$ cat src/hw/rtl/crdc_pkg.sv
// Shared types, constants and the arctangent table of the CORDIC converter.
package crdc_pkg;

   // Field widths of the request and response.
   localparam int DATA_WIDTH   = 16;
   localparam int RADIUS_WIDTH = DATA_WIDTH - 1;
   localparam int ANGLE_WIDTH  = 16;

   // Internal precision: extra fraction bits and headroom for the gain of about 1.65.
   localparam int GUARD        = 16;
   localparam int CORE_WIDTH   = DATA_WIDTH + GUARD + 3;

   // Phase accumulator in units of pi/2^31, wide enough for pi plus the sum of all arcs.
   localparam int PHASE_WIDTH  = 34;
   localparam int PHASE_SHIFT  = 16;
   localparam int TABLE_LEN    = 24;

   localparam int ITERATIONS_DEFAULT = 16;

   // Inverse CORDIC gain as a 32-bit fraction.
   localparam int GAIN_WIDTH = 32;
   localparam logic [GAIN_WIDTH-1:0] INV_GAIN = 32'h9B74EDA8;

   // Half and quarter turns.
   localparam logic signed [PHASE_WIDTH-1:0] HALF_TURN = 34'sh0_8000_0000;
   localparam logic signed [ANGLE_WIDTH-1:0] ANGLE_QUARTER = 16'sd16384;

   typedef enum logic {
      OP_TO_POLAR = 1'b0,
      OP_TO_RECT  = 1'b1
   } crdc_op_type;

   typedef struct packed {
      crdc_op_type                     operation;
      logic signed [DATA_WIDTH-1:0]    coord_x;
      logic signed [DATA_WIDTH-1:0]    coord_y;
      logic        [RADIUS_WIDTH-1:0]  radius;
      logic signed [ANGLE_WIDTH-1:0]   angle;
   } crdc_req_type;

   typedef struct packed {
      logic signed [DATA_WIDTH-1:0]    result_x;
      logic signed [DATA_WIDTH-1:0]    result_y;
      logic        [DATA_WIDTH-1:0]    result_radius;
      logic signed [ANGLE_WIDTH-1:0]   result_angle;
   } crdc_rsp_type;

   // Control that travels alongside each request through the chain.
   typedef struct packed {
      logic        valid;
      crdc_op_type op;
      logic        zero;
   } crdc_ctrl_type;

   // Working vector and residual phase of one request.
   typedef struct packed {
      logic signed [CORE_WIDTH-1:0]  x;
      logic signed [CORE_WIDTH-1:0]  y;
      logic signed [PHASE_WIDTH-1:0] z;
   } crdc_vec_type;

   // atan(2^-i) in units of pi/2^31.
   function automatic logic signed [PHASE_WIDTH-1:0] arc_angle(input int unsigned idx);
      logic signed [PHASE_WIDTH-1:0] arc;
      case (idx)
         0:  arc = 34'sd536870912;
         1:  arc = 34'sd316933406;
         2:  arc = 34'sd167458907;
         3:  arc = 34'sd85004756;
         4:  arc = 34'sd42667331;
         5:  arc = 34'sd21354465;
         6:  arc = 34'sd10679838;
         7:  arc = 34'sd5340245;
         8:  arc = 34'sd2670163;
         9:  arc = 34'sd1335087;
         10: arc = 34'sd667544;
         11: arc = 34'sd333772;
         12: arc = 34'sd166886;
         13: arc = 34'sd83443;
         14: arc = 34'sd41722;
         15: arc = 34'sd20861;
         16: arc = 34'sd10430;
         17: arc = 34'sd5215;
         18: arc = 34'sd2608;
         19: arc = 34'sd1304;
         20: arc = 34'sd652;
         21: arc = 34'sd326;
         22: arc = 34'sd163;
         23: arc = 34'sd81;
         default: arc = '0;
      endcase
      return arc;
   endfunction

endpackage

$ cat src/hw/rtl/crdc_cell.sv
// One CORDIC micro-rotation cell with its pipeline register.
module crdc_cell
   import crdc_pkg::*;
#(
   parameter int STAGE = 0
) (
   input  logic          clock,
   input  logic          reset,
   input  logic          advance,
   input  crdc_ctrl_type up_ctrl,
   input  crdc_vec_type  up_vec,
   output crdc_ctrl_type dn_ctrl,
   output crdc_vec_type  dn_vec
);

   localparam logic signed [PHASE_WIDTH-1:0] ARC = arc_angle(STAGE);

   crdc_ctrl_type ctrl_ff;
   crdc_vec_type  vec_ff, vec_in;

   logic signed [CORE_WIDTH-1:0]  cx, cy, dx, dy;
   logic signed [PHASE_WIDTH-1:0] cz;
   logic                          ccw;

   // Rotation drives the phase to zero; vectoring drives y to zero.
   always_comb begin
      cx  = up_vec.x;
      cy  = up_vec.y;
      cz  = up_vec.z;
      dx  = cy >>> STAGE;
      dy  = cx >>> STAGE;
      ccw = (up_ctrl.op == OP_TO_RECT) ? !cz[PHASE_WIDTH-1] : cy[CORE_WIDTH-1];
      if (ccw) begin
         vec_in.x = cx - dx;
         vec_in.y = cy + dy;
         vec_in.z = cz - ARC;
      end else begin
         vec_in.x = cx + dx;
         vec_in.y = cy - dy;
         vec_in.z = cz + ARC;
      end
   end

   always_ff @(posedge clock) begin
      if (reset) begin
         ctrl_ff <= '0;
      end else if (advance) begin
         ctrl_ff <= up_ctrl;
      end
   end

   always_ff @(posedge clock) begin
      if (advance) begin
         vec_ff <= vec_in;
      end
   end

   assign dn_ctrl = ctrl_ff;
   assign dn_vec  = vec_ff;

endmodule

$ cat config.mk
export PLATFORM = sky130hd
export DESIGN_NAME = crdc_cell
export DESIGN_NICKNAME = d
export VERILOG_FILES = /design/src/hw/rtl/crdc_pkg.sv /design/src/hw/rtl/crdc_cell.sv
export SDC_FILE = /design/constraint.sdc
export NUM_CORES = 1
export LEC_CHECK = 0
export ABC_CLOCK_PERIOD_IN_PS = 4200
export BUFFER_PORTS_ARGS = -buffer_cell sky130_fd_sc_hd__buf_2
export CORE_MARGIN = 5
export CORE_UTILIZATION = 56
export CTS_CLUSTER_SIZE = 40
export DETAILED_ROUTE_END_ITERATION = 8
export HOLD_SLACK_MARGIN = 0.15
export PLACE_DENSITY = 0.88
export SLEW_MARGIN = 5
export SYNTH_ARGS = -nofsm -noshare
export SYNTH_HDL_FRONTEND = slang
export SYNTH_SLANG_ARGS = --single-unit
$ cat constraint.sdc
create_clock -name clock -period 4.2 [get_ports clock]
set_input_delay 0.84 -clock clock [delete_from_list [all_inputs] [get_ports clock]]
set_output_delay 0.84 -clock clock [all_outputs]
set_load 0.02 [all_outputs]
==> results_dict.tcl <==
set metrics [dict create \
    status "finished, final reports clean" \
    setup_viol 0 \
    setup_repair_after_global_routing_missed_its_margin "false" \
    placementRows 47 \
    synth_adder_area_share_pct 15.3 \
    dp_hpwl_mm 22.3 \
    netlist_instances 1043 \
    timing.hold.worst.start "dn_ctrl[0]" \
    pwr_per_cell_area_nw_per_um2 344 \
    initial_core_util_pct 56.3 \
    slowest_delay_ns 0.42 \
    fin_nets 1470 \
    setup.worst_path.class "primary input to flop" \
    synth_top_family_by_area "compound AO/OA/AOI/OAI gates" \
    layout-area-overhead-vs-synth_pct 17.9 \
    timing.critical_path.fanout_max 4 \
    cts_root_buf "sky130_fd_sc_hd__clkbuf_16" \
    clock_path_buffers 2 \
    path_buf_inv 2 \
    worstPathCellList "buf_2 -> ha_1 -> inv_1 -> fa_1 -> o21bai_1 -> nand2_1 -> a21oi_1 -> o21ai_2 -> o31ai_2 -> a311oi_2 -> o311a_1 -> a21oi_1 -> xnor2_1" \
    crit_path_top_delay_cell "sky130_fd_sc_hd__o31ai_2" \
    remaining_max_slew_budget_at_the_tightest_pin_pct 44.1 \
    timing.final.crit_share_pct 87.3 \
    final.fill_count 1366 \
    drt_wl_total_mm 28.0 \
    avgSynthCellArea_um2 8.86 \
    post_route_cells_drive_above_1_share_pct 22.1 \
    final-hold-violation-count 0 \
    startpoint "up_vec[34]" \
    preCtsSetupSlack_ns 0.278 \
    drc_errors 0 \
    slew_violations 0 \
    netlist_top_cells_count "107 x sky130_fd_sc_hd__ha_1, 106 x sky130_fd_sc_hd__a21oi_1, 103 x sky130_fd_sc_hd__edfxtp_1" \
    die-height_um 138 \
    layout.area.seq_um2 3150 \
    grt_overflow_total 0 \
    post_synth_and_or_nand_nor_area_fraction_pct 12.6 \
    async_set_or_reset_flop_fraction_in_the_synthesized_netlist_pct 0 \
    hold_path.class "flop to flop" \
    largest_net_degree_at_the_start_of_global_routing 65 \
    track_usage_pct 28.1 \
    synth-compound-area-share_pct 23.3 \
    cpMostUsedCell "sky130_fd_sc_hd__a21oi_1" \
    synth.area.mux_share_pct 1.52 \
    drt_iter0_markers 1122 \
    synth.lib_cells_used.distinct 70 \
    synthTopCellsByArea "sky130_fd_sc_hd__edfxtp_1 33%, sky130_fd_sc_hd__ha_1 14%, sky130_fd_sc_hd__a21oi_1 5.7%" \
    finalClockSkew_ns 0 \
    max_freq_mhz 273 \
    postSynthRegisterBits 106 \
    via_count_of_the_first_global_routing_pass 8185 \
    yosys_most_used_dff "sky130_fd_sc_hd__edfxtp_1" \
    worst-endpoint-arrival_ns 3.76 \
    critPathCaptureType "flop" \
    synth-edff-count 103 \
    syn-num-nets 1264 \
    io_buffer_count 216 \
    cts.repair.resized 0 \
    tritoncts_num_sinks 106 \
    synth_top_area_share_pct 33.5 \
    cts_tree "built" \
    worst_ir_drop_vdd_mv 0.216 \
    crit-reg2reg-launch "dn_ctrl[2]" \
    startpoint_class "primary input" \
    cts_inserted_buffers 9 \
    clk_transition_reported_paths_ns 0.08 \
    num_antenna_cells 0 \
    ant_nets 0 \
    max-cap-violations 0 \
    worst_slew_pin_slew_ns 0.839 \
    floorplan.die.width_um 138 \
    drt-vias-per-instance 5.90 \
    post-synth-top-area-cell "sky130_fd_sc_hd__edfxtp_1" \
    multiInputGateArea_um2 5500 \
    antenna_violations_before_repair 0 \
    routabilityCongestion 0.999 \
    worstSkewPairLatency_ns 0.35 \
    required_ns 4.29 \
    ys_seq_area_share_pct 34.1 \
    cts_hold_buffers 0 \
    num_io_pins 217 \
    post_cts_buffers 0 \
    synthMostInstantiatedCell "sky130_fd_sc_hd__ha_1" \
    synth_area_um2 9240 \
    power.leakage_nw 4.95 \
    timing.critical_path.max_delay_family "compound AO/OA/AOI/OAI gates" \
    dieArea_um2 19200 \
    tns_ns 0 \
    synth_xor_area_share_pct 6.73 \
    drt_first_pass_iters 5 \
    overall_via_count_from_detail_route 8690 \
    global_route_wire_length_before_repair_mm 44.2 \
    wl_per_cell_um 19.0 \
    ys.warnings.count 0 \
    min_setup_slack_post_route_ns 0.531 \
    finalCriticalPeriod_ns 3.67 \
    floorplan_core_area_um2 16400 \
    cts_htree_levels 3 \
]
worst min-delay path, stage by stage (launching register included):
cell and delay (ns):
sky130_fd_sc_hd__dfxtp_1 0.33, sky130_fd_sc_hd__mux2i_1 0.07, sky130_fd_sc_hd__nor2_1 0.08
path summary, 6_finish.rpt:
kind / slack, ns / cells past startpoint / to
worst max-delay path: 0.53 / 13 / dn_vec[64]
worst min-delay path: 0.51 / 2 / dn_ctrl[0]
worst max register to register: 3.53 / 2 / dn_ctrl[2]
worst min register to register: 0.51 / 2 / dn_ctrl[0]
report_power, final:
part           total, mW  leakage, nW  switching (mW)  internal (mW)
Sequential          1.41         1.03          0.0420           1.37
Clock              0.840        0.135           0.427          0.413
Combinational       1.49         3.78           0.965          0.530
logic make-up after synthesis:
group,Yosys count
flops,106
mux,14
fa+ha+maj,111
xor+xnor,71
compound gates,335
buf+inv,151
simple gates,255
layer usage:
| layer | up-vias | share of wire (%) | GRT usage (%) |
|---|---|---|---|
| li1 | 4133 | - | - |
| met1 | 3973 | 43 | 39.9 |
| met2 | 554 | 46 | 45.5 |
| met3 | 30 | 10 | 5.35 |
| met4 | 0 | 1.3 | 5.46 |
| met5 | - | 0 | 0 |
per-stage QoR:
stage          instances  power [mW]  instance area, um2  util (%)  hold slack [ns]
6_report            1474        3.75               10900      66.4            0.510
5_1_grt             1474        3.94               10900      66.4            0.536
4_1_cts             1474        3.74               10900      66.4            0.511
3_5_place_dp        1458        2.90               10600      64.7            0.494
3_3_place_gp        1458        2.87               10600      64.7            0.473
2_1_floorplan       1043        2.38                9240         -            0.579
cells in the final DEF, fill, tap and decap left out, types with 9 or more instances in the layout:
cell type / instances
sky130_fd_sc_hd__ha_1: 107
sky130_fd_sc_hd__mux2i_1: 14
sky130_fd_sc_hd__a21o_1: 25
sky130_fd_sc_hd__xnor2_1: 51
sky130_fd_sc_hd__nand2b_1: 13
sky130_fd_sc_hd__nand2_1: 64
sky130_fd_sc_hd__edfxtp_1: 103
sky130_fd_sc_hd__a21oi_1: 106
sky130_fd_sc_hd__inv_1: 98
sky130_fd_sc_hd__o21a_1: 12
sky130_fd_sc_hd__o21bai_1: 16
sky130_fd_sc_hd__nor3_1: 24
sky130_fd_sc_hd__nor2b_1: 10
sky130_fd_sc_hd__buf_2: 215
sky130_fd_sc_hd__a211oi_1: 14
sky130_fd_sc_hd__o21ai_1: 22
sky130_fd_sc_hd__o21ai_0: 56
sky130_fd_sc_hd__o211ai_1: 11
sky130_fd_sc_hd__buf_4: 27
sky130_fd_sc_hd__clkbuf_16: 9
sky130_fd_sc_hd__nand3_1: 17
sky130_fd_sc_hd__xor2_1: 20
sky130_fd_sc_hd__nor2_1: 92
cell type report:
cell class	count	share of cell area, %
Sequential cell	106	28.9
Clock inverter	7	0.528
Inverter	103	3.55
Tap cell	220	2.53
Multi-Input combinational cell	786	50.5
Clock buffer	9	2.07
Timing Repair Buffer	243	11.9
state kept, by name (all words and copies together), names as in the netlist:
name     cells
dn_vec     103
dn_ctrl      3
No activity file was read; power rests on OpenSTA's default activity.
