$ cat config.mk
export PLATFORM = sky130hd
export DESIGN_NAME = crdc_pre
export DESIGN_NICKNAME = d
export VERILOG_FILES = /design/src/hw/rtl/crdc_pkg.sv /design/src/hw/rtl/crdc_pre.sv
export SDC_FILE = /design/constraint.sdc
export NUM_CORES = 1
export LEC_CHECK = 0
export BUFFER_PORTS_ARGS = -buffer_cell sky130_fd_sc_hd__clkbuf_2
export CAP_MARGIN = 20
export CORE_MARGIN = 3
export CORE_UTILIZATION = 33
export CTS_BUF_LIST = sky130_fd_sc_hd__clkbuf_16
export DETAILED_ROUTE_END_ITERATION = 10
export PLACE_DENSITY = 0.6
export RECOVER_POWER = 100
export SLEW_MARGIN = 20
export SYNTH_ARGS = -nofsm -noshare
export SYNTH_HDL_FRONTEND = slang
export SYNTH_SLANG_ARGS = --single-unit
$ cat constraint.sdc
create_clock -name clock -period 28.6 [get_ports clock]
set_input_delay 5.72 -clock clock [delete_from_list [all_inputs] [get_ports clock]]
set_output_delay 5.72 -clock clock [all_outputs]
set_load 0.1 [all_outputs]
$ cat src/hw/rtl/crdc_pkg.sv
// Shared types, constants and the arctangent table of the CORDIC converter.
package crdc_pkg;

   // Field widths of the request and response.
   localparam int DATA_WIDTH   = 16;
   localparam int RADIUS_WIDTH = DATA_WIDTH - 1;
   localparam int ANGLE_WIDTH  = 16;

   // Internal precision: extra fraction bits and headroom for the gain of about 1.65.
   localparam int GUARD        = 16;
   localparam int CORE_WIDTH   = DATA_WIDTH + GUARD + 3;

   // Phase accumulator in units of pi/2^31, wide enough for pi plus the sum of all arcs.
   localparam int PHASE_WIDTH  = 34;
   localparam int PHASE_SHIFT  = 16;
   localparam int TABLE_LEN    = 24;

   localparam int ITERATIONS_DEFAULT = 16;

   // Inverse CORDIC gain as a 32-bit fraction.
   localparam int GAIN_WIDTH = 32;
   localparam logic [GAIN_WIDTH-1:0] INV_GAIN = 32'h9B74EDA8;

   // Half and quarter turns.
   localparam logic signed [PHASE_WIDTH-1:0] HALF_TURN = 34'sh0_8000_0000;
   localparam logic signed [ANGLE_WIDTH-1:0] ANGLE_QUARTER = 16'sd16384;

   typedef enum logic {
      OP_TO_POLAR = 1'b0,
      OP_TO_RECT  = 1'b1
   } crdc_op_type;

   typedef struct packed {
      crdc_op_type                     operation;
      logic signed [DATA_WIDTH-1:0]    coord_x;
      logic signed [DATA_WIDTH-1:0]    coord_y;
      logic        [RADIUS_WIDTH-1:0]  radius;
      logic signed [ANGLE_WIDTH-1:0]   angle;
   } crdc_req_type;

   typedef struct packed {
      logic signed [DATA_WIDTH-1:0]    result_x;
      logic signed [DATA_WIDTH-1:0]    result_y;
      logic        [DATA_WIDTH-1:0]    result_radius;
      logic signed [ANGLE_WIDTH-1:0]   result_angle;
   } crdc_rsp_type;

   // Control that travels alongside each request through the chain.
   typedef struct packed {
      logic        valid;
      crdc_op_type op;
      logic        zero;
   } crdc_ctrl_type;

   // Working vector and residual phase of one request.
   typedef struct packed {
      logic signed [CORE_WIDTH-1:0]  x;
      logic signed [CORE_WIDTH-1:0]  y;
      logic signed [PHASE_WIDTH-1:0] z;
   } crdc_vec_type;

   // atan(2^-i) in units of pi/2^31.
   function automatic logic signed [PHASE_WIDTH-1:0] arc_angle(input int unsigned idx);
      logic signed [PHASE_WIDTH-1:0] arc;
      case (idx)
         0:  arc = 34'sd536870912;
         1:  arc = 34'sd316933406;
         2:  arc = 34'sd167458907;
         3:  arc = 34'sd85004756;
         4:  arc = 34'sd42667331;
         5:  arc = 34'sd21354465;
         6:  arc = 34'sd10679838;
         7:  arc = 34'sd5340245;
         8:  arc = 34'sd2670163;
         9:  arc = 34'sd1335087;
         10: arc = 34'sd667544;
         11: arc = 34'sd333772;
         12: arc = 34'sd166886;
         13: arc = 34'sd83443;
         14: arc = 34'sd41722;
         15: arc = 34'sd20861;
         16: arc = 34'sd10430;
         17: arc = 34'sd5215;
         18: arc = 34'sd2608;
         19: arc = 34'sd1304;
         20: arc = 34'sd652;
         21: arc = 34'sd326;
         22: arc = 34'sd163;
         23: arc = 34'sd81;
         default: arc = '0;
      endcase
      return arc;
   endfunction

endpackage

$ cat src/hw/rtl/crdc_pre.sv
// Input stage: folds the request into a start vector and phase for the CORDIC chain.
module crdc_pre
   import crdc_pkg::*;
(
   input  logic          clock,
   input  logic          reset,
   input  logic          advance,
   input  logic          req_valid,
   input  crdc_req_type  req_data,
   output crdc_ctrl_type dn_ctrl,
   output crdc_vec_type  dn_vec
);

   localparam int PROD_WIDTH = RADIUS_WIDTH + GAIN_WIDTH;
   localparam int SHIFT_OUT  = GAIN_WIDTH - GUARD;

   crdc_ctrl_type ctrl_ff, ctrl_in;
   crdc_vec_type  vec_ff, vec_in;

   logic signed [CORE_WIDTH-1:0]  px, py, px_abs, py_abs;
   logic                          x_neg;
   logic        [PROD_WIDTH-1:0]  prod;
   logic        [PROD_WIDTH:0]    prod_rnd;
   logic        [CORE_WIDTH-1:0]  start_mag;
   logic signed [CORE_WIDTH-1:0]  start_x;
   logic signed [31:0]            ang_shift;
   logic signed [PHASE_WIDTH-1:0] ang_ext, rect_z;
   logic                          flip;

   // Vectoring start: move the point into the right half plane.
   always_comb begin
      px     = CORE_WIDTH'(req_data.coord_x);
      py     = CORE_WIDTH'(req_data.coord_y);
      x_neg  = req_data.coord_x[DATA_WIDTH-1];
      px_abs = x_neg ? -px : px;
      py_abs = x_neg ? -py : py;
   end

   // Rotation start: scale the radius by the inverse gain and fold the angle into +-pi/2.
   always_comb begin
      prod      = PROD_WIDTH'(req_data.radius) * PROD_WIDTH'(INV_GAIN);
      prod_rnd  = (PROD_WIDTH + 1)'(prod) + (PROD_WIDTH + 1)'(1 << (SHIFT_OUT - 1));
      start_mag = CORE_WIDTH'(prod_rnd[PROD_WIDTH:SHIFT_OUT]);
      ang_shift = {req_data.angle, {PHASE_SHIFT{1'b0}}};
      ang_ext   = PHASE_WIDTH'(ang_shift);
      flip      = (req_data.angle > ANGLE_QUARTER) || (req_data.angle < -ANGLE_QUARTER);
      if (req_data.angle > ANGLE_QUARTER) begin
         rect_z = ang_ext - HALF_TURN;
      end else if (req_data.angle < -ANGLE_QUARTER) begin
         rect_z = ang_ext + HALF_TURN;
      end else begin
         rect_z = ang_ext;
      end
      start_x = flip ? -signed'(start_mag) : signed'(start_mag);
   end

   // Select the start values by operation.
   always_comb begin
      ctrl_in.valid = req_valid;
      ctrl_in.op    = req_data.operation;
      ctrl_in.zero  = (req_data.operation == OP_TO_POLAR) &&
                      (req_data.coord_x == '0) && (req_data.coord_y == '0);
      if (req_data.operation == OP_TO_RECT) begin
         vec_in.x = start_x;
         vec_in.y = '0;
         vec_in.z = rect_z;
      end else begin
         vec_in.x = px_abs <<< GUARD;
         vec_in.y = py_abs <<< GUARD;
         vec_in.z = x_neg ? HALF_TURN : '0;
      end
   end

   always_ff @(posedge clock) begin
      if (reset) begin
         ctrl_ff <= '0;
      end else if (advance) begin
         ctrl_ff <= ctrl_in;
      end
   end

   always_ff @(posedge clock) begin
      if (advance) begin
         vec_ff <= vec_in;
      end
   end

   assign dn_ctrl = ctrl_ff;
   assign dn_vec  = vec_ff;

endmodule

==> impl_metrics.yaml <==
route:
  wl_per_cell_um: 17.3
  first_iter_violations: 781
  first_pass_iters: 6
  routed_wl_um: 37700
  final_antenna_net_count: 0
  vias_per_cell: 5.11
  post-route-drc-count: 0
  num_vias: 11100
floorplan:
  rows: 74
  ios: 175
  initial_core_util: 0.338
  die_area_mm2: 0.0449
  core-area_mm2: 0.0414
  die_x_um: 212
  die_y_um: 212
timing:
  period_needed_ns: 15.16
  fmax_mhz: 66.0
  finalMaxSlewViolations: 166
  slew_headroom: -1.66
  tightest_slew_ns: 3.99
  rsz0062_at_grt: "false"
  finalSetupViolCount: 0
  final_hold_viol_count: 0
  fin_crit_sh: 0.530
  tns_ns: 0
  skew_ns: 0
outcome:
  status: "complete, but fails checks"
  violations: "max-capacitance violations, max-slew violations"
grt:
  antenna_found_initial: 0
  grt_pass1_wl_um: 59400
  grt_max_degree: 90
  grt_usage: 0.164
  overflow: 0
  first_global_vias: 11000
clock_tree:
  cts_root_buf: "clkbuf_16"
  clk_path_buf_depth: 2
  htree_levels: 3
  clk_latency_ns: 0.33
  cts_setup_buffers: 0
  clkSinkCount: 74
  hold_buffers: 0
  cts_buffers: 9
  tritoncts: "yes"
  cts_resized: 0
  path_clk_slew_ns: 0.06
place:
  place_hpwl_um: 32200
  numPortBuffers: 142
  place.gp.congestion: 0.971
  placed_area_mm2: 0.0151
final_layout:
  finalInstanceArea_mm2: 0.0152
  final_nets: 2018
  antenna_cells: 0
  synthToLayoutAreaGrowth_pct: 8.35
  fillCellCount: 4268
  drive_gt1_frac: 0.0821
synth:
  async_flop_share: 0
  syn_area_per_cell_um2: 9.15
  synth_area_mm2: 0.0140
  syn_inst: 1528
  ys.flop_type: "edfxtp_1"
  synth.distinct_cells: 97
  yosysWarningCount: 0
  ys_seq_area_frac: 0.157
  synth_seq_cells: 74
  synth-edff-count: 71
setup_path:
  cp-end-kind: "flip-flop"
  slowest_delay_ns: 0.65
  required_ns: 28.67
  worstSetupPathType: "in2reg"
  cp-start-kind: "input pin"
  worst-endpoint-arrival_ns: 15.23
  cpMostUsedCell: "inv_1"
  reg2reg_depth: 2
  critical-path-slowest-cell: "nor4_1"
  path_max_fanout: 10
worst_hold_path:
  hold_class: "reg2reg"
  min_delay_path_depth: 2
run:
  max_cap_violations: 2
[metal layers]
| metal | GRT usage | wire length, um | share of wire | up-vias |
|---|---|---|---|---|
| met5 | 0 | 0 | 0 | - |
| met4 | 0.0291 | 427 | 0.011 | 0 |
| met3 | 0.0172 | 1920 | 0.051 | 26 |
| met2 | 0.271 | 17000 | 0.45 | 350 |
| met1 | 0.236 | 18300 | 0.49 | 5320 |
| li1 | - | - | - | 5428 |
[final cells by class]
cell class / instances / area (um^2) / area share
Timing Repair Buffer: 145 / 633 / 0.0418
Clock buffer: 9 / 225 / 0.0149
Tap cell: 532 / 666 / 0.0439
Clock inverter: 7 / 40.0 / 0.00264
Inverter: 236 / 886 / 0.0584
Sequential cell: 74 / 2190 / 0.145
Multi-Input combinational cell: 1174 / 10500 / 0.694
[critical path, delay by kind of cell]
family	cells	cell delay, ns
adder cells (fa/ha/maj)	8	3.70
AND/OR/NAND/NOR	8	2.82
AO/OA/AOI/OAI	5	1.26
buffers and inverters	8	0.99
XOR/XNOR	1	0.44
multiplexers	1	0.29
[state kept, by name, summed over array words and instances, names as in the netlist]
name and count:
dn_ctrl 3, dn_vec 71
[worst paths after layout]
check | startpoint | endpoint | slack [ns]
worst max register to register | dn_ctrl[1] | dn_ctrl[1] | 27.93
worst min register to register | dn_ctrl[2] | dn_ctrl[2] | 0.49
worst max-delay path | req_data[20] | dn_vec[96] | 13.44
worst min-delay path | dn_ctrl[2] | dn_ctrl[2] | 0.49
[synth_stat cells (5+ instances only)]
cell type	count	area, um^2
or2_2	13	81.3
ha_1	160	2000
a21o_1	21	158
or3_1	19	119
buf_4	39	293
edfxtp_1	71	2130
and3_1	8	50.1
o21bai_1	6	45.0
nor2b_1	6	37.5
o21ai_1	10	50.1
and4_1	8	70.1
xnor2_1	68	596
nand2b_1	6	37.5
mux2i_1	10	100
and4b_1	5	50.1
nor4_1	25	156
inv_1	235	882
o22ai_1	5	31.3
a211oi_2	8	100
clkbuf_1	22	82.6
nand3_1	29	145
a31oi_1	16	100
or4_1	8	60.1
a211oi_1	10	75.1
a21oi_1	66	330
xor2_1	36	315
o31ai_1	11	82.6
fa_1	150	3000
nand2_1	84	315
nor3_1	29	145
o21ai_0	45	225
nor2_1	95	357
o21a_1	9	67.6
buf_2	8	40.0
and2_1	37	231
o211ai_1	15	113
nand4_1	23	144
[logic make-up (layout without fill, tap and decap cells)]
kind of cell,after synthesis,count (layout),synth area share
and+or+nand+nor,430,430,0.170
buffers and inverters,311,397,0.0953
adders and majority gates,310,310,0.358
AOI/OAI and AO/OA,279,279,0.137
xor gates and xnor gates,110,110,0.0725
DFF,74,74,0.157
muxes,13,13,0.00984
other,1,32,0.000268
[layout by cell type, fill, tap and decap left out, types with 19 or more instances in the layout]
cell type  netlist  routed
clkbuf_2         1      65
and2_0           1      21
o21ai_0         45      46
xnor2_1         68      69
clkbuf_1        22      78
or3_1           19      19
nand4_1         23      24
nor4_1          25      26
edfxtp_1        71      71
nand3_1         29      29
a21o_1          21      21
xor2_1          36      36
nand2_1         84      84
ha_1           160     160
conb_1           1      32
nor2_1          95      96
inv_1          235     237
nor3_1          29      31
fa_1           150     150
a21oi_1         66      67
[stage by stage]
step / hold slack, ns / instances / worst slack [ns] / utilization
detailed placement: 0.485 / 2161 / 14.12 / 0.364
floorplan: 0.960 / 1559 / 15.43 / -
global route: 0.539 / 2177 / 12.81 / 0.366
finish: 0.491 / 2177 / 13.44 / 0.366
global placement: 0.475 / 2161 / 14.43 / 0.364
CTS: 0.500 / 2177 / 14.49 / 0.370
Power is not shown: default switching activity piles up to over one toggle a cycle in this logic, so the estimate is an artifact.
