## config.mk

```make
export PLATFORM = sky130hd
export DESIGN_NAME = crdc_post
export DESIGN_NICKNAME = d
export VERILOG_FILES = /design/src/hw/rtl/crdc_pkg.sv /design/src/hw/rtl/crdc_post.sv
export SDC_FILE = /design/constraint.sdc
export NUM_CORES = 1
export LEC_CHECK = 0
export ABC_AREA = 1
export BUFFER_PORTS_ARGS = -buffer_cell sky130_fd_sc_hd__buf_2
export CAP_MARGIN = 5
export CORE_MARGIN = 3
export CORE_UTILIZATION = 65
export DETAILED_ROUTE_END_ITERATION = 10
export PLACE_DENSITY_LB_ADDON = 0.25
export SYNTH_ARGS = -nofsm -noshare
export SYNTH_HDL_FRONTEND = slang
export SYNTH_SLANG_ARGS = --single-unit
```

## constraint.sdc

```tcl
create_clock -name clock -period 9.2 [get_ports clock]
set_clock_uncertainty 0.2 [all_clocks]
set_input_delay 0.92 -clock clock [delete_from_list [all_inputs] [get_ports clock]]
set_output_delay 0.92 -clock clock [all_outputs]
set_load 0.03 [all_outputs]
```

## src/hw/rtl/crdc_pkg.sv

```systemverilog
// Shared types, constants and the arctangent table of the CORDIC converter.
package crdc_pkg;

   // Field widths of the request and response.
   localparam int DATA_WIDTH   = 16;
   localparam int RADIUS_WIDTH = DATA_WIDTH - 1;
   localparam int ANGLE_WIDTH  = 16;

   // Internal precision: extra fraction bits and headroom for the gain of about 1.65.
   localparam int GUARD        = 16;
   localparam int CORE_WIDTH   = DATA_WIDTH + GUARD + 3;

   // Phase accumulator in units of pi/2^31, wide enough for pi plus the sum of all arcs.
   localparam int PHASE_WIDTH  = 34;
   localparam int PHASE_SHIFT  = 16;
   localparam int TABLE_LEN    = 24;

   localparam int ITERATIONS_DEFAULT = 16;

   // Inverse CORDIC gain as a 32-bit fraction.
   localparam int GAIN_WIDTH = 32;
   localparam logic [GAIN_WIDTH-1:0] INV_GAIN = 32'h9B74EDA8;

   // Half and quarter turns.
   localparam logic signed [PHASE_WIDTH-1:0] HALF_TURN = 34'sh0_8000_0000;
   localparam logic signed [ANGLE_WIDTH-1:0] ANGLE_QUARTER = 16'sd16384;

   typedef enum logic {
      OP_TO_POLAR = 1'b0,
      OP_TO_RECT  = 1'b1
   } crdc_op_type;

   typedef struct packed {
      crdc_op_type                     operation;
      logic signed [DATA_WIDTH-1:0]    coord_x;
      logic signed [DATA_WIDTH-1:0]    coord_y;
      logic        [RADIUS_WIDTH-1:0]  radius;
      logic signed [ANGLE_WIDTH-1:0]   angle;
   } crdc_req_type;

   typedef struct packed {
      logic signed [DATA_WIDTH-1:0]    result_x;
      logic signed [DATA_WIDTH-1:0]    result_y;
      logic        [DATA_WIDTH-1:0]    result_radius;
      logic signed [ANGLE_WIDTH-1:0]   result_angle;
   } crdc_rsp_type;

   // Control that travels alongside each request through the chain.
   typedef struct packed {
      logic        valid;
      crdc_op_type op;
      logic        zero;
   } crdc_ctrl_type;

   // Working vector and residual phase of one request.
   typedef struct packed {
      logic signed [CORE_WIDTH-1:0]  x;
      logic signed [CORE_WIDTH-1:0]  y;
      logic signed [PHASE_WIDTH-1:0] z;
   } crdc_vec_type;

   // atan(2^-i) in units of pi/2^31.
   function automatic logic signed [PHASE_WIDTH-1:0] arc_angle(input int unsigned idx);
      logic signed [PHASE_WIDTH-1:0] arc;
      case (idx)
         0:  arc = 34'sd536870912;
         1:  arc = 34'sd316933406;
         2:  arc = 34'sd167458907;
         3:  arc = 34'sd85004756;
         4:  arc = 34'sd42667331;
         5:  arc = 34'sd21354465;
         6:  arc = 34'sd10679838;
         7:  arc = 34'sd5340245;
         8:  arc = 34'sd2670163;
         9:  arc = 34'sd1335087;
         10: arc = 34'sd667544;
         11: arc = 34'sd333772;
         12: arc = 34'sd166886;
         13: arc = 34'sd83443;
         14: arc = 34'sd41722;
         15: arc = 34'sd20861;
         16: arc = 34'sd10430;
         17: arc = 34'sd5215;
         18: arc = 34'sd2608;
         19: arc = 34'sd1304;
         20: arc = 34'sd652;
         21: arc = 34'sd326;
         22: arc = 34'sd163;
         23: arc = 34'sd81;
         default: arc = '0;
      endcase
      return arc;
   endfunction

endpackage

```

## src/hw/rtl/crdc_post.sv

```systemverilog
// Output stage: gain correction, rounding and saturation into the response fields.
module crdc_post
   import crdc_pkg::*;
(
   input  logic          clock,
   input  logic          reset,
   input  logic          advance,
   input  crdc_ctrl_type up_ctrl,
   input  crdc_vec_type  up_vec,
   output logic          dn_valid,
   output crdc_rsp_type  dn_data
);

   localparam int HI_WIDTH   = CORE_WIDTH - 1 - GAIN_WIDTH;
   localparam int PHI_WIDTH  = HI_WIDTH + GAIN_WIDTH;
   localparam int PLO_WIDTH  = 2 * GAIN_WIDTH;
   localparam int SUM_WIDTH  = PHI_WIDTH + 2;
   localparam int RAD_WIDTH  = SUM_WIDTH - GUARD;
   localparam int RECT_WIDTH = CORE_WIDTH - GUARD;

   crdc_ctrl_type ctrl_ff;
   crdc_vec_type  vec_ff;
   logic [PHI_WIDTH-1:0]  phi_ff, phi_in;
   logic [GAIN_WIDTH-1:0] plo_ff, plo_in;

   logic [CORE_WIDTH-1:0]         mag;
   logic [PLO_WIDTH-1:0]          plo_full;
   logic [SUM_WIDTH-1:0]          gain_sum, rad_rnd;
   logic [RAD_WIDTH-1:0]          rad_full;
   logic signed [PHASE_WIDTH-1:0] z_rnd;
   logic signed [CORE_WIDTH-1:0]  x_rnd, y_rnd;
   logic signed [RECT_WIDTH-1:0]  x_int, y_int;

   function automatic logic signed [DATA_WIDTH-1:0] clamp(input logic signed [RECT_WIDTH-1:0] v);
      logic signed [RECT_WIDTH-1:0] hi, lo;
      hi = RECT_WIDTH'({1'b0, {(DATA_WIDTH-1){1'b1}}});
      lo = -hi - RECT_WIDTH'(1);
      if (v > hi) begin
         return hi[DATA_WIDTH-1:0];
      end else if (v < lo) begin
         return lo[DATA_WIDTH-1:0];
      end
      return v[DATA_WIDTH-1:0];
   endfunction

   // Magnitude times the inverse gain, split into a high and a low partial product.
   always_comb begin
      mag      = up_vec.x[CORE_WIDTH-1] ? '0 : up_vec.x;
      phi_in   = PHI_WIDTH'(mag[CORE_WIDTH-2:GAIN_WIDTH]) * PHI_WIDTH'(INV_GAIN);
      plo_full = PLO_WIDTH'(mag[GAIN_WIDTH-1:0]) * PLO_WIDTH'(INV_GAIN);
      plo_in   = plo_full[PLO_WIDTH-1:GAIN_WIDTH];
   end

   always_ff @(posedge clock) begin
      if (reset) begin
         ctrl_ff <= '0;
      end else if (advance) begin
         ctrl_ff <= up_ctrl;
      end
   end

   always_ff @(posedge clock) begin
      if (advance) begin
         vec_ff <= up_vec;
         phi_ff <= phi_in;
         plo_ff <= plo_in;
      end
   end

   // Round and saturate into the response fields.
   always_comb begin
      gain_sum = SUM_WIDTH'(phi_ff) + SUM_WIDTH'(plo_ff);
      rad_rnd  = gain_sum + SUM_WIDTH'(1 << (GUARD - 1));
      rad_full = rad_rnd[SUM_WIDTH-1:GUARD];
      z_rnd    = vec_ff.z + PHASE_WIDTH'(1 << (PHASE_SHIFT - 1));
      x_rnd    = vec_ff.x + CORE_WIDTH'(1 << (GUARD - 1));
      y_rnd    = vec_ff.y + CORE_WIDTH'(1 << (GUARD - 1));
      x_int    = x_rnd[CORE_WIDTH-1:GUARD];
      y_int    = y_rnd[CORE_WIDTH-1:GUARD];
      dn_data  = '0;
      if (ctrl_ff.op == OP_TO_RECT) begin
         dn_data.result_x = clamp(x_int);
         dn_data.result_y = clamp(y_int);
      end else if (!ctrl_ff.zero) begin
         dn_data.result_radius = (rad_full > RAD_WIDTH'({DATA_WIDTH{1'b1}})) ?
                                 {DATA_WIDTH{1'b1}} : rad_full[DATA_WIDTH-1:0];
         dn_data.result_angle  = z_rnd[PHASE_SHIFT+ANGLE_WIDTH-1:PHASE_SHIFT];
      end
   end

   assign dn_valid = ctrl_ff.valid;

endmodule

```

==> impl_metrics.csv, run 1 <==
group,metric,value,unit
yosys,yosysUniqueCellTypes,48,
cts,cts_setup_buffers,0,
cts,h-tree-depth,3,
yosys,netlist_area,26900,µm²
setup_path,r2r-end,"ctrl_ff[1]$_SDFFE_PP0P_",
detailed_routing,dr_total_vias,21970,
detailed_routing,drtPass1Iterations,6,
sta,fmax,119.6,MHz
worst_hold_path,hold_depth,2,
cts,cts-root-buf,"clkbuf_16",
floorplanning,core,40280,µm²
yosys,yosys.area_share.simple,0.1630,
setup_path,path_max_fanout,20,
sta,drv_slew,0,
setup_path,worstPathRequired,9120,ps
setup_path,cp-endpoint,"plo_ff[25]$_DFFE_PP_",
run,cap_violations,0,
floorplanning,num_rows,73,
detailed_routing,vias_per_cell,5.506,
floorplanning,die_w,209.4,µm
setup_path,cp-start-kind,"input pin",
floorplanning,die_area,43870,µm²
setup_path,critPathKind,"in -> reg",
setup_path,rr_worst_depth,2,
global_routing,grt_pass1_wl,122000,µm
yosys,synth_edf_count,93,
yosys,synthArstFlopShare,0,
cts,cts_buffers,9,
sta,fin_crit,8361,ps
yosys,synth_top_area_frac,0.3341,
sta,period_share,0.9088,
detailed_routing,ant_nets,0,
yosys,synth_fa_ha_area_frac,0.5253,
setup_path,r2r_start,"ctrl_ff[1]$_SDFFE_PP0P_",
detailed_routing,wire_per_inst,19.03,µm
yosys,ys_warn_count,0,
sta,tightest_slew,1036,ps
yosys,yosysTopAreaCell,"fa_1",
global_routing,antenna_found_initial,1,
global_routing,track_usage,0.3576,
global_routing,first_global_vias,23440,
yosys,synth_top_flop_cell,"edfxtp_1",
finish,drive_gt1_frac,0.06694,
setup_path,r2r_slack,8040,ps
cts,path_clk_slew,70,ps
floorplanning,io_pins,175,
yosys,yosysSeqAreaShare,0.1060,
detailed_routing,drc,0,
sta,rsz0062_at_grt,"no",
detailed_routing,drtIter0Drc,1611,
outcome,status,"finished clean",
yosys,synthXorXnorAreaFrac,0.01432,
finish,nNetsFinal,4431,
cts,cts_resized,0,
placement,dp_hpwl,68000,µm
finish,insertedDiodeCount,0,
finish,synthToLayoutAreaGrowth,6.785,%
global_routing,grt-ovfl-total,0,
yosys,postSynthAreaPerCell,8.185,µm²
yosys,ys_top_cells_by_area,"fa_1, ha_1, inv_1",
detailed_routing,wl,75930,µm
yosys,synthesis.nets,4257,
yosys,synthTopCellsByCount,"inv_1, nand2_1, fa_1",
floorplanning,initial_core_util,0.6679,
cts,clockBufferDepth,2,
sta,finalSetupViolCount,0,
yosys,ys_seq_elements,96,
cts,clock_latency,350,ps
global_routing,grt_max_degree,86,
setup_path,cp.arrival,8280,ps
sta,slew_headroom,0.3095,
yosys,synth_top_family_by_area,"adder cells",
yosys,synth_compound_area_frac,0.04920,
worst_hold_path,min_path_type,"reg -> reg",
floorplanning,die_h,209.4,µm
placement,place.gp.congestion,1.067,
yosys,synthMuxAreaShare,0,
cts,cts.sinks,96,
yosys,yosysMostFrequentCell,"inv_1",
sta,finalHoldViolCount,0,
cts,ctsHoldBuffers,0,
placement,port_buffers,142,
setup_path,critPathLaunch,"up_vec[103]",
yosys,syn_inst,3287,
sta,tns,0,ps
cts,tritoncts,"built",
setup_path,worst_setup_path_end_kind,"register",
==> cell usage in the layout (no fill, tap or decap), types with 2 or more instances in the layout <==
master,count
nor2_1,261
nor2_2,8
xnor2_1,12
a21oi_1,128
nor4_1,6
o21bai_1,13
nand3_1,114
edfxtp_1,93
a31oi_1,5
buf_4,33
a21boi_0,2
nand2_2,13
inv_2,2
o21ai_0,77
nand3b_1,8
clkinv_2,2
inv_1,994
and3_1,3
ha_1,411
xor2_1,32
clkinv_4,3
nor2_4,2
dfxtp_1,3
nand2_1,531
buf_2,141
fa_1,449
nand3_2,4
clkbuf_1,2
and2_1,4
nor3_1,35
clkbuf_16,9
nand4_1,37
a211oi_1,3
or2_2,4
a21o_1,6
==> worst min path at each step <==
stage,end,slack (ps),startpoint
final,dn_valid$_SDFFE_PP0P_,260,dn_valid$_SDFFE_PP0P_
after global routing,dn_valid$_SDFFE_PP0P_,280,dn_valid$_SDFFE_PP0P_
after CTS,dn_valid$_SDFFE_PP0P_,260,dn_valid$_SDFFE_PP0P_
after detailed placement,dn_valid$_SDFFE_PP0P_,250,dn_valid$_SDFFE_PP0P_
after global placement,dn_valid$_SDFFE_PP0P_,250,dn_valid$_SDFFE_PP0P_
after floorplan,ctrl_ff[0]$_SDFFE_PP0P_,250,ctrl_ff[0]$_SDFFE_PP0P_
==> state kept, by name, summed over array words and instances, names as in the netlist <==
signal,cells
dn_valid,1
plo_ff,29
phi_ff,7
ctrl_ff,2
vec_ff,57
==> metrics by stage <==
step	util	cells	instance area, µm²	hold slack [ps]	setup slack, ps
2_1_floorplan	-	3287	26900	247.2	1256
3_3_place_gp	0.7060	3975	28440	248.9	711.0
3_5_place_dp	0.7060	3975	28440	251.3	622.7
4_1_cts	0.7132	3991	28730	261.1	997.1
5_1_grt	0.7132	3991	28730	281.2	567.6
6_report	0.7132	3991	28730	260.3	839.4
==> cell families after synthesis <==
family                   count (synthesis)
AND/OR/NAND/NOR                       1036
adder cells (fa/ha/maj)                860
flip-flops                              96
AO/OA/AOI/OAI                          242
XOR/XNOR                                44
buffers and inverters                 1009
==> metal layers <==
layer	vias up	part of all wire	track usage
met5	-	0.00016	0
met4	2	0.045	0.1330
met3	194	0.078	0.05605
met2	909	0.48	0.6086
met1	10580	0.40	0.4651
li1	10290	-	-
==> layout make-up <==
class	count	area (µm²)
Timing Repair Buffer	174	953.4
Sequential cell	96	2853
Inverter	998	3751
Multi-Input combinational cell	2182	20220
Fill cell	3171	11550
Tap cell	525	656.9
Clock buffer	11	232.7
Clock inverter	5	57.56
==> critical path, cell delays in order <==
cell	delay [ps]
buf_2	180
inv_1	250
buf_4	310
nand2_1	250
inv_1	390
ha_1	390
inv_1	110
fa_1	430
fa_1	490
fa_1	520
inv_1	50
fa_1	460
fa_1	530
fa_1	600
inv_1	70
fa_1	500
inv_1	40
ha_1	320
a21oi_1	260
o21ai_0	180
a21oi_1	210
nor2_1	90
o21ai_0	410
nand3_1	150
nand2_1	80
nand2_1	50
Power of run 1 is not shown: default switching activity piles up to over one toggle a cycle in this logic, so the estimate is an artifact.
==> run 2: changes to the inputs <==
Settings changed: ABC_AREA 1 to not set, CORE_UTILIZATION 65 to 64.
==> run 2 against run 1 <==
  * Global-route usage is 4.8 points lower
  * First-iteration DRC count is 36% lower
  * Maximum frequency is 5.9% lower
  * Worst setup slack worse by 520 ps
  * Cell area is 10% lower
  * Via count is 24% lower
  * Count of clock-buffer cells in the layout is 1 lower
  * Flip-flop and latch count stayed put
  * Worst hold slack better by 40 ps
  * Critical path type unchanged
  * Critical endpoint is now plo_ff[30]$_DFFE_PP_
  * Largest cell class unchanged
==> impl_metrics.csv, run 2 <==
group,metric,value,unit
yosys,synth_top_area_frac,0.3776,
sta,tightest_slew,1145,ps
global_routing,first_global_vias,17910,
finish,fillerInstances,2696,
finish,final_cell_mix,"inv_1, fa_1, ha_1",
placement,port_buffers,142,
floorplanning,core,36610,µm²
yosys,netlist_area,23810,µm²
yosys,synthTopCellsByCount,"inv_1, fa_1, ha_1",
detailed_routing,wl,58500,µm
sta,holdWs,300.7,ps
setup_path,cpLargestDelayFamily,"adder cells",
cts,ctsHoldBuffers,0,
detailed_routing,vias_per_cell,5.542,
finish,synthToLayoutAreaGrowth,8.430,%
setup_path,path_max_fanout,23,
cts,clockBufferDepth,2,
yosys,synthesis.nets,3323,
detailed_routing,top_layer,"met5",
setup_path,worst_path_most_repeated_cell,"fa_1",
detailed_routing,drtIter0Drc,1033,
yosys,yosysSeqAreaShare,0.1198,
yosys,synthArstFlopShare,0,
cts,clock_latency,350,ps
detailed_routing,dr_total_vias,16740,
cts,cts-root-buf,"clkbuf_16",
finish,drive_gt1_frac,0.09722,
outcome,status,"finished clean",
finish,largest_register,"vec_ff",
setup_path,worst-path-buf-inv,7,
floorplanning,num_rows,70,
placement,place.gp.congestion,0.9880,
finish,nNetsFinal,3516,
yosys,synth_edf_count,93,
setup_path,cp-start-kind,"input pin",
global_routing,grt_max_degree,92,
detailed_routing,wl_met3,4591,µm
finish,final_cell_area,25810,µm²
detailed_routing,m1WireLength,24850,µm
cts,h-tree-depth,3,
floorplanning,io_pins,175,
placement,place_area,25500,µm²
cts,cts_setup_buffers,0,
yosys,syn_inst,2353,
detailed_routing,drc,0,
floorplanning,die_h,198.9,µm
detailed_routing,drtPass1Iterations,5,
yosys,synth_top_flop_cell,"edfxtp_1",
cts,cts.sinks,96,
yosys,ys_top_cells_by_area,"fa_1, ha_1, edfxtp_1",
sta,finalSetupViolCount,0,
floorplanning,die_area,39550,µm²
sta,fin_crit,8880,ps
floorplanning,initial_core_util,0.6503,
yosys,postSynthAreaPerCell,10.12,µm²
sta,period_share,0.9652,
finish,final_common_cell,"inv_1",
setup_path,worst_setup_path_end_kind,"register",
setup_path,critPathKind,"in -> reg",
cts,cts_resized,0,
global_routing,grt-ovfl-total,0,
worst_hold_path,min_path_type,"reg -> reg",
global_routing,track_usage,0.3092,
sta,fmax,112.6,MHz
yosys,ys_seq_elements,96,
cts,tritoncts,"built",
placement,dp_hpwl,52590,µm
yosys,ys_warn_count,0,
finish,largestRegisters,"vec_ff: 57 flops, plo_ff: 29 flops, phi_ff: 7 flops",
finish,final_util,0.7051,
setup_path,worstPathRequired,9090,ps
cts,cts_buffers,9,
sta,finalHoldViolCount,0,
yosys,yosysTopAreaCell,"fa_1",
detailed_routing,wl_met2,27100,µm
global_routing,grt_pass1_wl,93470,µm
yosys,yosysUniqueCellTypes,60,
detailed_routing,wire_per_inst,19.37,µm
yosys,yosysMostFrequentCell,"inv_1",
sta,rsz0062_at_grt,"no",
run,cap_violations,0,
setup_path,cpPeakStageDelay,660,ps
setup_path,slowest_stage,"fa_1",
setup_path,cp.arrival,8770,ps
finish,largest_reg_flops,57,
global_routing,antenna_found_initial,2,
floorplanning,die_w,198.9,µm
sta,slew_headroom,0.2364,
cts,path_clk_slew,70,ps
detailed_routing,ant_nets,0,
sta,drv_slew,0,
[run 2: final timing paths]
| check | slack [ps] | start | cells past startpoint | end |
|---|---|---|---|---|
| hold / removal | 300 | dn_valid$_SDFFE_PP0P_ | 2 | dn_valid$_SDFFE_PP0P_ |
| setup reg to reg | 8300 | ctrl_ff[1]$_SDFFE_PP0P_ | 2 | ctrl_ff[1]$_SDFFE_PP0P_ |
| hold reg to reg | 300 | dn_valid$_SDFFE_PP0P_ | 2 | dn_valid$_SDFFE_PP0P_ |
| setup / recovery | 320 | up_vec[103] | 26 | plo_ff[30]$_DFFE_PP_ |
[run 2: layout make-up]
cell class                 instances  area (µm²)  share of cell area
timing repair buffer             211        1231             0.04770
sequential                        96        2853              0.1105
multi-input combinational       1495       18080              0.7005
tap                              468       585.6             0.02268
clock inverter                     6       75.07            0.002908
antenna                            2       5.005           0.0001939
inverter                         733        2751              0.1066
clock buffer                      10       229.0            0.008870
[run 2: stage by stage]
step | cells | TNS [ps] | setup WS (ps)
final | 3021 | 0 | 319.9
after global routing | 3020 | 0 | 39.83
after CTS | 3019 | 0 | 326.5
after detailed placement | 3003 | -18.48 | -12.56
after global placement | 3003 | 0 | 52.48
after floorplan | 2353 | 0 | 562.9
[run 2: metal layers]
layer  vias to the layer above  global-route usage
met3                       130             0.06521
li1                       7697                   -
met2                       610              0.4948
met1                      8303              0.4266
met4                         2              0.1015
met5                         -                   0
[run 2: cells by family (layout without fill, tap and decap cells)]
family / count (synthesis) / after routing / share of synthesized area
flip-flops: 96 / 96 / 0.1198
XOR/XNOR: 102 / 102 / 0.03753
adder cells (fa/ha/maj): 860 / 860 / 0.5936
multiplexers: 4 / 4 / 0.001682
AND/OR/NAND/NOR: 282 / 282 / 0.06160
AO/OA/AOI/OAI: 247 / 247 / 0.06501
other: 0 / 2 / 0
buffers and inverters: 762 / 960 / 0.1208
[run 2: worst reg2reg max path, delay by kind of cell, from the launching register on]
kind / cells / cell delay [ps]
AND/OR/NAND/NOR: 1 / 110
multiplexers: 1 / 100
flip-flops: 1 / 430
Power of run 2 is left out for the same reason.
==> run 3: changes to the inputs <==
--- a/config.mk
+++ b/config.mk
@@ -13,2 +13,3 @@
 export PLACE_DENSITY_LB_ADDON = 0.25
+export SLEW_MARGIN = 20
 export SYNTH_ARGS = -nofsm -noshare
==> constraint.sdc (replaced) <==
create_clock -name clock -period 8.3 [get_ports clock]
set_clock_uncertainty 0.2 [all_clocks]
set_input_delay 1.245 -clock clock [delete_from_list [all_inputs] [get_ports clock]]
set_output_delay 1.245 -clock clock [all_outputs]
set_load 0.03 [all_outputs]
==> run 3 against run 2 <==
  * Register-to-register slack got worse by 890 ps
  * The flow now finishes with violations (setup timing)
  * Via count rose by 8.0%
  * Non-clock buffer count rose by 285
  * Count of clock-buffer cells in the layout rose by 2
  * Utilization rose by 8.3 points
  * Worst hold slack improved by 2.2 ps
  * Critical path depth rose by 1
  * Critical path type unchanged
  * Sequential share of layout area fell by 1.2 points
  * Wire length rose by 12%
  * First-iteration DRC count fell by 0.87%
==> impl_metrics.csv, run 3 (same netlist as run 2, synthesis figures left out) <==
group,metric,value,unit
setup_path,worstPathRequired,8200,ps
finish,largest_register,"vec_ff",
setup_path,cp-start-kind,"input pin",
floorplanning,io_pins,175,
finish,insertedDiodeCount,0,
sta,drv_slew,0,
sta,finalHoldViolCount,0,
setup_path,r2r_slack,7410,ps
setup_path,cpPeakStageDelay,560,ps
worst_hold_path,min_path_type,"reg -> reg",
finish,instances_no_fill,3304,
sta,period_share,1.001,
setup_path,cpLargestDelayFamily,"adder cells",
setup_path,worst_setup_path_end_kind,"register",
worst_hold_path,min-delay-start,"dn_valid$_SDFFE_PP0P_",
cts,clock_latency,350,ps
cts,tritoncts,"built",
run,cap_violations,0,
setup_path,path_max_fanout,6,
global_routing,grt_pass1_wl,101100,µm
sta,tightest_slew,881.9,ps
detailed_routing,vias_per_cell,5.471,
floorplanning,die_w,198.9,µm
cts,path_clk_slew,70,ps
sta,fmax,120.4,MHz
sta,rsz0062_at_grt,"yes",
global_routing,grt_max_degree,70,
finish,largestRegisters,"vec_ff: 57 flops, plo_ff: 29 flops, phi_ff: 7 flops",
sta,holdWs,303.0,ps
global_routing,antenna_found_initial,1,
cts,cts.sinks,96,
finish,drive_gt1_frac,0.2278,
global_routing,first_global_vias,19400,
global_routing,grt-ovfl-total,0,
setup_path,slowest_stage,"fa_1",
outcome,status,"finished with violations",
finish,largest_reg_flops,57,
setup_path,r2r_start,"ctrl_ff[1]$_SDFFE_PP0P_",
detailed_routing,drc,0,
sta,slew_headroom,0.4121,
finish,regArea,2853,µm²
detailed_routing,wire_per_inst,19.78,µm
finish,final_cell_mix,"inv_1, fa_1, ha_1",
floorplanning,num_rows,70,
setup_path,rr_worst_depth,2,
worst_hold_path,min_to,"dn_valid$_SDFFE_PP0P_",
global_routing,track_usage,0.3362,
sta,fin_crit,8309,ps
floorplanning,die_area,39550,µm²
detailed_routing,dr_total_vias,18080,
cts,ctsHoldBuffers,0,
placement,dp.cells,3256,
floorplanning,initial_core_util,0.6503,
floorplanning,core,36610,µm²
placement,dp_slack,-972.7,ps
setup_path,critPathKind,"in -> reg",
cts,cts-root-buf,"clkbuf_16",
sta,tns,-8.780,ps
detailed_routing,wl,65370,µm
finish,final_common_cell,"inv_1",
cts,h-tree-depth,3,
outcome,violations,"setup timing",
cts,clockBufferDepth,2,
setup_path,worst-path-buf-inv,8,
sta,finalSetupViolCount,1,
finish,synthToLayoutAreaGrowth,21.26,%
setup_path,worst_path_most_repeated_cell,"fa_1",
finish,nNetsFinal,3801,
sta,setup_ws,-8.780,ps
placement,place.gp.congestion,1.024,
floorplanning,die_h,198.9,µm
setup_path,cp.arrival,8200,ps
placement,port_buffers,142,
placement,dp_hpwl,57680,µm
finish,multi_input_area,18810,µm²
detailed_routing,drtIter0Drc,1024,
detailed_routing,ant_nets,0,
detailed_routing,drtPass1Iterations,5,
finish,fillerInstances,2429,
setup_path,r2r-end,"ctrl_ff[1]$_SDFFE_PP0P_",
worst_hold_path,hold_depth,2,
cts,cts_buffers,9,
-- run 3: changes by cell type in the layout (fill, tap and decap cells not counted), moves of 6 or more --
cell / change
buf_12: +6
buf_4: +266
buf_6: +10
clkinvlp_4: +6
fa_1: -13
fa_2: +13
ha_1: -34
ha_4: +29
inv_1: -21
inv_2: +10
nand2b_1: -16
nand2b_4: +14
-- run 3: worst min-delay path, stage by stage (launching register included) --
cell and delay [ps]:
dfxtp_1 330, mux2i_1 60, nor2_1 70
-- run 3: worst max path at each step --
| stage | from | endpoint | slack [ps] | cells past startpoint |
|---|---|---|---|---|
| 6_report | up_vec[103] | plo_ff[30]$_DFFE_PP_ | -9 | 27 |
| 2_1_floorplan | up_vec[103] | plo_ff[31]$_DFFE_PP_ | 20 | 26 |
| 4_1_cts | up_vec[103] | plo_ff[30]$_DFFE_PP_ | -40 | 28 |
| 3_3_place_gp | up_vec[103] | plo_ff[30]$_DFFE_PP_ | -830 | 31 |
| 3_5_place_dp | up_vec[103] | plo_ff[30]$_DFFE_PP_ | -970 | 24 |
| 5_1_grt | up_vec[103] | plo_ff[31]$_DFFE_PP_ | -220 | 29 |
-- run 3: cell type report --
cell class / count / share of cell area
Clock buffer: 12 / 0.008538
Clock inverter: 4 / 0.001040
Inverter: 733 / 0.09669
Multi-Input combinational cell: 1495 / 0.6517
Tap cell: 468 / 0.02028
Timing Repair Buffer: 496 / 0.1229
Sequential cell: 96 / 0.09882
-- run 3: routing by layer --
layer  GRT usage  vias up  part of all wire
met1      0.4495     9053              0.41
li1            -     8273                 -
met5           0        -           0.00028
met3     0.09621      124             0.095
met2      0.5497      624              0.47
met4     0.08043        2             0.027
-- run 3: repair_timing --
action                     in CTS  in global routing
gates resized for setup        36                 70
setup buffers                  10                 20
gates cloned                    0                  3
setup endpoints to repair      27                 20
pin swaps                      23                 78
hold endpoints to repair        0                  0
-- run 3: through the flow --
stage               utilization  area [µm²]
floorplan                     -       24170
global placement         0.7580       27750
detailed placement       0.7580       27750
CTS                      0.7746       28360
global route             0.7886       28870
finish                   0.7886       28870
Power of run 3 is left out for the same reason.
